$ cat src/design/bdq_pkg.sv
// Shared operation codes, widths and constants for the bounded deque.
`timescale 1ns / 1ps
package bdq_pkg;

	// Entry and register widths
	localparam int DATA_W        = 32;
	localparam int CAP_W         = 5;
	localparam int OP_W          = 3;
	localparam int DEPTH_DEFAULT = 16;

	// Capacity register reset value
	localparam logic [CAP_W-1:0] CAP_RESET = 5'd16;

	// Value returned by a read of an empty queue
	localparam logic [DATA_W-1:0] EMPTY_DATA = 32'hFFFF_FFFF;

	// Register byte addresses
	localparam logic CAP_ADDR = 1'b0;

	// Operation codes
	localparam logic [OP_W-1:0] OP_PUSH_FRONT = 3'd0;
	localparam logic [OP_W-1:0] OP_PUSH_BACK  = 3'd1;
	localparam logic [OP_W-1:0] OP_POP_FRONT  = 3'd2;
	localparam logic [OP_W-1:0] OP_POP_BACK   = 3'd3;
	localparam logic [OP_W-1:0] OP_READ_FRONT = 3'd4;
	localparam logic [OP_W-1:0] OP_READ_BACK  = 3'd5;

endpackage

$ cat src/design/bounded_double_ended_queue.sv
// Each item gives its result with done in the cycle after start is taken.
// Throughput: one item per cycle; busy stays low, since pointer, count and the
// single store access all settle at the accept edge and the store registers the read data.
// Reset: arst_n clears front pointer, count and done, and sets capacity to 16.
// Entries are not cleared; only slots written by a push are ever read.
// The receiver cannot stall: each result is valid for the single cycle done is high.
`timescale 1ns / 1ps
module bounded_double_ended_queue #(
	parameter int DEPTH = bdq_pkg::DEPTH_DEFAULT
) (
	input  logic                               clk,
	input  logic                               arst_n,
	// command channel
	input  logic                               start,
	output logic                               busy,
	input  logic [bdq_pkg::OP_W-1:0]           operation,
	input  logic signed [bdq_pkg::DATA_W-1:0]  value,
	// result channel
	output logic                               done,
	output logic                               ok,
	output logic signed [bdq_pkg::DATA_W-1:0]  data,
	output logic                               empty_res,
	output logic                               full_res,
	// configuration port
	input  logic                               psel,
	input  logic                               penable,
	input  logic                               pwrite,
	input  logic                               paddr,
	input  logic [31:0]                        pwdata,
	output logic [31:0]                        prdata,
	output logic                               pready
);
	import bdq_pkg::*;

	localparam int PTR_W = $clog2(DEPTH);
	localparam int CNT_W = $clog2(DEPTH + 1);

	// Advance a ring position by an offset of at most DEPTH
	function automatic logic [PTR_W-1:0] ring_add(input logic [PTR_W-1:0] p,
			input logic [CNT_W-1:0] off);
		logic [CNT_W:0] s;
		s = (CNT_W+1)'(p) + (CNT_W+1)'(off);
		if (s >= (CNT_W+1)'(DEPTH)) begin
			s = s - (CNT_W+1)'(DEPTH);
		end
		return PTR_W'(s);
	endfunction

	logic [CAP_W-1:0]  cap_q;
	logic [PTR_W-1:0]  front_q;
	logic [CNT_W-1:0]  count_q;
	logic [CNT_W-1:0]  lim;
	logic              acc;
	logic              has_room;
	logic              has_item;

	logic [PTR_W-1:0]  front_d;
	logic [CNT_W-1:0]  count_d;
	logic [PTR_W-1:0]  mem_addr;
	logic              mem_we;
	logic              op_ok;
	logic              rd_hit;
	logic              rd_miss;

	logic              done_q;
	logic              ok_s1;
	logic              rd_hit_s1;
	logic              rd_miss_s1;
	logic              empty_s1;
	logic              full_s1;
	logic [DATA_W-1:0] rd_data;

	assign busy     = 1'b0;
	assign acc      = start && !busy;
	assign pready   = 1'b1;

	// Capacity register
	always_ff @(posedge clk or negedge arst_n) begin
		if (!arst_n) begin
			cap_q <= CAP_RESET;
		end else if (psel && penable && pwrite && pready && paddr == CAP_ADDR) begin
			cap_q <= pwdata[CAP_W-1:0];
		end
	end

	assign prdata = (paddr == CAP_ADDR) ? {{(32-CAP_W){1'b0}}, cap_q} : 32'd0;

	// Saturate the capacity at the ring depth
	always_comb begin
		if (32'(cap_q) > 32'(DEPTH)) begin
			lim = CNT_W'(DEPTH);
		end else begin
			lim = CNT_W'(cap_q);
		end
	end

	assign has_room = count_q < lim;
	assign has_item = count_q != '0;

	// Decode the operation into pointer, count and store access
	always_comb begin
		front_d  = front_q;
		count_d  = count_q;
		mem_addr = front_q;
		mem_we   = 1'b0;
		op_ok    = 1'b0;
		rd_hit   = 1'b0;
		rd_miss  = 1'b0;
		unique case (operation)
			OP_PUSH_FRONT: begin
				mem_addr = ring_add(front_q, CNT_W'(DEPTH - 1));
				if (has_room) begin
					front_d = mem_addr;
					count_d = count_q + 1'b1;
					mem_we  = 1'b1;
					op_ok   = 1'b1;
				end
			end
			OP_PUSH_BACK: begin
				mem_addr = ring_add(front_q, count_q);
				if (has_room) begin
					count_d = count_q + 1'b1;
					mem_we  = 1'b1;
					op_ok   = 1'b1;
				end
			end
			OP_POP_FRONT: begin
				if (has_item) begin
					front_d = ring_add(front_q, CNT_W'(1));
					count_d = count_q - 1'b1;
					op_ok   = 1'b1;
				end
			end
			OP_POP_BACK: begin
				if (has_item) begin
					count_d = count_q - 1'b1;
					op_ok   = 1'b1;
				end
			end
			OP_READ_FRONT: begin
				op_ok   = has_item;
				rd_hit  = has_item;
				rd_miss = !has_item;
			end
			OP_READ_BACK: begin
				mem_addr = ring_add(front_q, count_q - 1'b1);
				op_ok    = has_item;
				rd_hit   = has_item;
				rd_miss  = !has_item;
			end
			default: begin
				op_ok = 1'b0;
			end
		endcase
	end

	bdq_store #(
		.DEPTH(DEPTH)
	) u_store (
		.clk    (clk),
		.en     (acc),
		.wr_en  (mem_we),
		.addr   (mem_addr),
		.wr_data(value),
		.rd_data(rd_data)
	);

	// Update pointer, count and result strobe
	always_ff @(posedge clk or negedge arst_n) begin
		if (!arst_n) begin
			front_q <= '0;
			count_q <= '0;
			done_q  <= 1'b0;
		end else begin
			done_q <= acc;
			if (acc) begin
				front_q <= front_d;
				count_q <= count_d;
			end
		end
	end

	// Hold the result fields for the cycle after the item
	always_ff @(posedge clk) begin
		if (acc) begin
			ok_s1      <= op_ok;
			rd_hit_s1  <= rd_hit;
			rd_miss_s1 <= rd_miss;
			empty_s1   <= count_d == '0;
			full_s1    <= count_d >= lim;
		end
	end

	assign done      = done_q;
	assign ok        = ok_s1;
	assign empty_res = empty_s1;
	assign full_res  = full_s1;
	assign data      = rd_hit_s1 ? rd_data : (rd_miss_s1 ? EMPTY_DATA : '0);

	// The count never exceeds the ring depth
	a_count_bound: assert property (@(posedge clk) disable iff (!arst_n)
		32'(count_q) <= 32'(DEPTH))
		else $error("entry count above ring depth");

	// Every accepted item yields exactly one result in the next cycle
	a_one_result: assert property (@(posedge clk) disable iff (!arst_n)
		acc |=> done)
		else $error("accepted item gave no result");

	a_no_spurious: assert property (@(posedge clk) disable iff (!arst_n)
		!acc |=> !done)
		else $error("result without accepted item");

	// A successful push raises the count by one
	a_push_count: assert property (@(posedge clk) disable iff (!arst_n)
		(acc && has_room && (operation == OP_PUSH_FRONT || operation == OP_PUSH_BACK))
		|=> count_q == $past(count_q) + 1'b1)
		else $error("push did not advance the count");

	// The empty flag agrees with the stored count
	a_empty_flag: assert property (@(posedge clk) disable iff (!arst_n)
		done |-> empty_res == (count_q == '0))
		else $error("empty flag disagrees with count");

endmodule

$ cat src/design/bdq_store.sv
// Ring entry store: single-port synchronous memory with registered read data.
`timescale 1ns / 1ps
module bdq_store #(
	parameter int DEPTH = bdq_pkg::DEPTH_DEFAULT
) (
	input  logic                        clk,
	input  logic                        en,
	input  logic                        wr_en,
	input  logic [$clog2(DEPTH)-1:0]    addr,
	input  logic [bdq_pkg::DATA_W-1:0]  wr_data,
	output logic [bdq_pkg::DATA_W-1:0]  rd_data
);
	import bdq_pkg::*;

	logic [DATA_W-1:0] mem [DEPTH];
	logic [DATA_W-1:0] rd_data_q;

	// Write the addressed entry, or read it into the output register
	always_ff @(posedge clk) begin
		if (en) begin
			if (wr_en) begin
				mem[addr] <= wr_data;
			end else begin
				rd_data_q <= mem[addr];
			end
		end
	end

	assign rd_data = rd_data_q;

endmodule

$ cat config.mk
export PLATFORM = sky130hd
export DESIGN_NAME = bounded_double_ended_queue
export DESIGN_NICKNAME = d
export VERILOG_FILES = /design/src/design/bdq_pkg.sv /design/src/design/bounded_double_ended_queue.sv /design/src/design/bdq_store.sv
export SDC_FILE = /design/constraint.sdc
export NUM_CORES = 1
export LEC_CHECK = 0
export ABC_AREA = 1
export BUFFER_PORTS_ARGS = -buffer_cell sky130_fd_sc_hd__buf_2
export CAP_MARGIN = 20
export CORE_MARGIN = 5
export CORE_UTILIZATION = 43
export DETAILED_ROUTE_END_ITERATION = 7
export GPL_TIMING_DRIVEN = 0
export PLACE_DENSITY = 0.6
export SYNTH_ARGS = -nofsm -noshare
export SYNTH_HDL_FRONTEND = slang
export SYNTH_SLANG_ARGS = --single-unit
$ cat constraint.sdc
create_clock -name clk -period 4.75 [get_ports clk]
set_input_delay 0.2375 -clock clk [delete_from_list [all_inputs] [get_ports clk]]
set_output_delay 0.2375 -clock clk [all_outputs]
set_load 0.005 [all_outputs]
==> impl_metrics.env <==
export IMPL_status="finished clean"
export IMPL_grt_pass1_wl_um=111000
export IMPL_reg2reg_from="count_q[0]"
export IMPL_ant_nets=0
export IMPL_reg2regPathDepth=13
export IMPL_dpl_cell_count=3438
export IMPL_setup_viol=0
export IMPL_syn_area_mm2=0.0255
export IMPL_cellLeakagePower_nw=12.4
export IMPL_synth_seq_cells=564
export IMPL_cts_made_buffers=57
export IMPL_p_per_area_mw_per_mm2=546
export IMPL_fin_worst_skew_ns=0.0163
export IMPL_slew_viol_final=0
export IMPL_crit_type="reg -> reg"
export IMPL_hold_end="u_store.mem[3][16]"
export IMPL_synth_cell_types=31
export IMPL_wl_um=74300
export IMPL_crit_path_top_delay_cell="fa_1"
export IMPL_htree_levels=2
export IMPL_end_kind="register"
export IMPL_firstDrtPassIters=5
export IMPL_cp_start_kind="register"
export IMPL_critical_path_top_delay_family="buffers and inverters"
export IMPL_critical_path_cell_chain="inv_1 -> ha_1 -> o21ai_0 -> fa_1 -> inv_1 -> o22ai_1 -> inv_1 -> o21ai_1 -> buf_2 -> buf_2 -> nand3_1 -> nor2_4 -> buf_12"
export IMPL_fin_nets=2846
export IMPL_multi_input_area_mm2=0.00774
export IMPL_drv_cap=0
export IMPL_ys_flop_type="edfxtp_1"
export IMPL_drcViolationCount=0
export IMPL_grt_pass1_vias=18554
export IMPL_clk_latency_ns=0.61
export IMPL_grt_use_total_pct=22.6
export IMPL_holdCritStartpoint="value[16]"
export IMPL_coreArea_mm2=0.0589
export IMPL_viasPerCell=5.34
export IMPL_die_y_um=254
export IMPL_hold_depth=1
export IMPL_yosysSeqAreaShare_pct=66.1
export IMPL_drt_iter0_drc=1729
export IMPL_cts_tree="built"
export IMPL_cts_sinks=564
export IMPL_synth_area_per_cell_um2=10.1
export IMPL_worst_pin_slew_ns=0.995
export IMPL_path_buf_inv=6
export IMPL_die_area_mm2=0.0643
export IMPL_rows=89
export IMPL_drive_above_1_share_pct=10.9
export IMPL_synth_edf_count=549
export IMPL_required_ns=5.06
export IMPL_worst_path_most_repeated_cell="inv_1"
export IMPL_rr_endpoint="u_store.mem[7][9]"
export IMPL_min_period_ns=4.55
export IMPL_finalNonFillerCells=3571
export IMPL_tns_ns=0
export IMPL_io_pins=144
export IMPL_async_flop_share_pct=2.66
export IMPL_relSlewSlack_pct=33.7
export IMPL_antenna_found_initial=0
export IMPL_cp_arrival_ns=4.85
export IMPL_dp_hpwl_um=50800
export IMPL_gp_congestion=0.863
export IMPL_cpPeakStageDelay_ns=0.51
export IMPL_ff2ff_setup_slack_ns=0.20
export IMPL_crit_path_max_fanout=22
export IMPL_portBuffers=87
export IMPL_grt_max_degree=33
export IMPL_min_path_type="in -> reg"
export IMPL_start_util_pct=43.3
export IMPL_cts_root_buf="clkbuf_16"
export IMPL_clk_pin_slew_ns=0.06
export IMPL_rsz0062_at_grt="false"
export IMPL_grt_overflow=0
export IMPL_peakVddDrop_mv=0.302
export IMPL_wl_per_cell_um=20.8
export IMPL_period_share_pct=95.7
export IMPL_clockBufferDepth=3
export IMPL_finalHoldViolCount=0
export IMPL_n_fill_cell=5330
export IMPL_max_freq_mhz=220
export IMPL_syn_to_final_growth_pct=15.9
export IMPL_fin_util_pct=50.2
export IMPL_synthCells=2534
export IMPL_regArea_mm2=0.0169
export IMPL_vias=19084
export IMPL_yosys_warnings=0
export IMPL_die_w_um=254
==> worst reg2reg max path: cells and delay by family (launching register included) <==
family          cells  cell delay [ns]
flops               1             0.46
fa+ha+maj           2             0.87
simple gates        2             0.91
buf+inv             6             1.29
compound gates      3             0.69
==> layout make-up <==
| type | instances | share of cell area (%) |
|---|---|---|
| clock inverter | 30 | 0.457 |
| multi-input combinational | 1749 | 26.2 |
| inverter | 46 | 0.584 |
| clock buffer | 74 | 5.18 |
| timing repair buffer | 132 | 4.01 |
| sequential | 564 | 57.0 |
| buffer | 202 | 3.30 |
| antenna | 1 | 0.00846 |
| tap | 773 | 3.27 |
==> cell usage in the layout, fill, tap and decap left out, types with 15 or more instances in the layout <==
cell type / netlist / routed
clkinv_1: 0 / 19
buf_1: 50 / 50
edfxtp_1: 549 / 549
nor2_1: 43 / 27
nand4_1: 260 / 260
inv_1: 43 / 42
conb_1: 2 / 29
o21ai_0: 15 / 15
clkbuf_1: 63 / 78
buf_2: 48 / 135
ha_1: 19 / 19
nor2_4: 0 / 16
buf_12: 0 / 18
buf_4: 40 / 48
nand3_1: 62 / 62
clkbuf_16: 0 / 59
nand2_1: 1281 / 1281
==> logic make-up (layout without fill, tap and decap cells) <==
kind of cell               after synthesis  count (layout)  synth area share [%]
buffers and inverters                  248             484                  4.50
DFF                                    564             564                  66.1
AOI/OAI and AO/OA                       38              38                 0.799
xor gates and xnor gates                12              12                 0.412
adders and majority gates               20              20                  1.01
muxes                                    1               1                0.0441
other                                    2              30                0.0294
and+or+nand+nor                       1649            1649                  27.1
==> routing by layer <==
metal,global-route usage (%),vias up,part of all wire (%)
met3,4.37,148,8.1
met4,7.56,0,3.3
met5,0,-,0
met1,29.4,9095,40
li1,-,9061,-
met2,38.5,780,48
==> report_power, final <==
| part | switching [W] | internal [W] |
|---|---|---|
| registers | 0.000130 | 0.00585 |
| logic | 0.00433 | 0.00174 |
| clock network | 0.00185 | 0.00225 |
==> synthesized netlist by cell type, drive strengths merged, types with 2 or more instances <==
| cell type | instances | area (um2) |
|---|---|---|
| ha | 19 | 238 |
| conb | 2 | 7.51 |
| nand3 | 62 | 310 |
| inv | 46 | 173 |
| buf | 139 | 739 |
| o211ai | 2 | 15.0 |
| nor2 | 43 | 161 |
| xor2 | 8 | 70.1 |
| nand4 | 260 | 1630 |
| xnor2 | 4 | 35.0 |
| a21oi | 15 | 75.1 |
| clkbuf | 63 | 236 |
| edfxtp | 549 | 16500 |
| dfrtp | 14 | 350 |
| o21ai | 18 | 93.8 |
| nand2 | 1282 | 4810 |
==> what timing repair did <==
action                                 4_1_cts  5_1_grt
resized for setup                            0        1
hold buffers                                11        0
setup endpoints to repair                   91      203
pin swaps                                    5        7
setup buffers                                7       10
endpoints found under the hold margin       79        0
==> flip-flops by register name (all words and copies together) (netlist names) <==
signal / cells
u_store.rd_data: 32
full_res: 1
u_store.mem: 512
ok: 1
rd_hit_s1: 1
done: 1
cap_q: 5
empty_res: 1
count_q: 5
front_q: 4
rd_miss_s1: 1
==> worst max path at each step <==
stage	from	endpoint	slack (ns)	cells past startpoint
detailed placement	operation[1]	u_store.mem[5][8]	-0.16	15
global placement	operation[1]	u_store.mem[12][9]	-2.18	14
floorplan	count_q[0]	u_store.mem[12][0]	0.51	11
CTS	count_q[0]	u_store.mem[8][23]	0.01	12
global route	count_q[0]	u_store.mem[7][7]	0.04	13
finish	count_q[0]	u_store.mem[7][9]	0.20	13
==> metrics by stage <==
step | instance area (um2) | hold WS, ns | total power (W) | worst slack [ns]
6_report | 29600 | 0.0399 | 0.0161 | 0.205
5_1_grt | 29600 | 0.0220 | 0.0172 | 0.0406
4_1_cts | 29400 | 0.00174 | 0.0162 | 0.0112
3_5_place_dp | 27500 | 0.208 | 0.0121 | -0.163
3_3_place_gp | 27000 | 0.181 | 0.0119 | -2.18
2_1_floorplan | 25600 | -0.0581 | 0.00996 | 0.509
(Power assumes the default switching activity.)
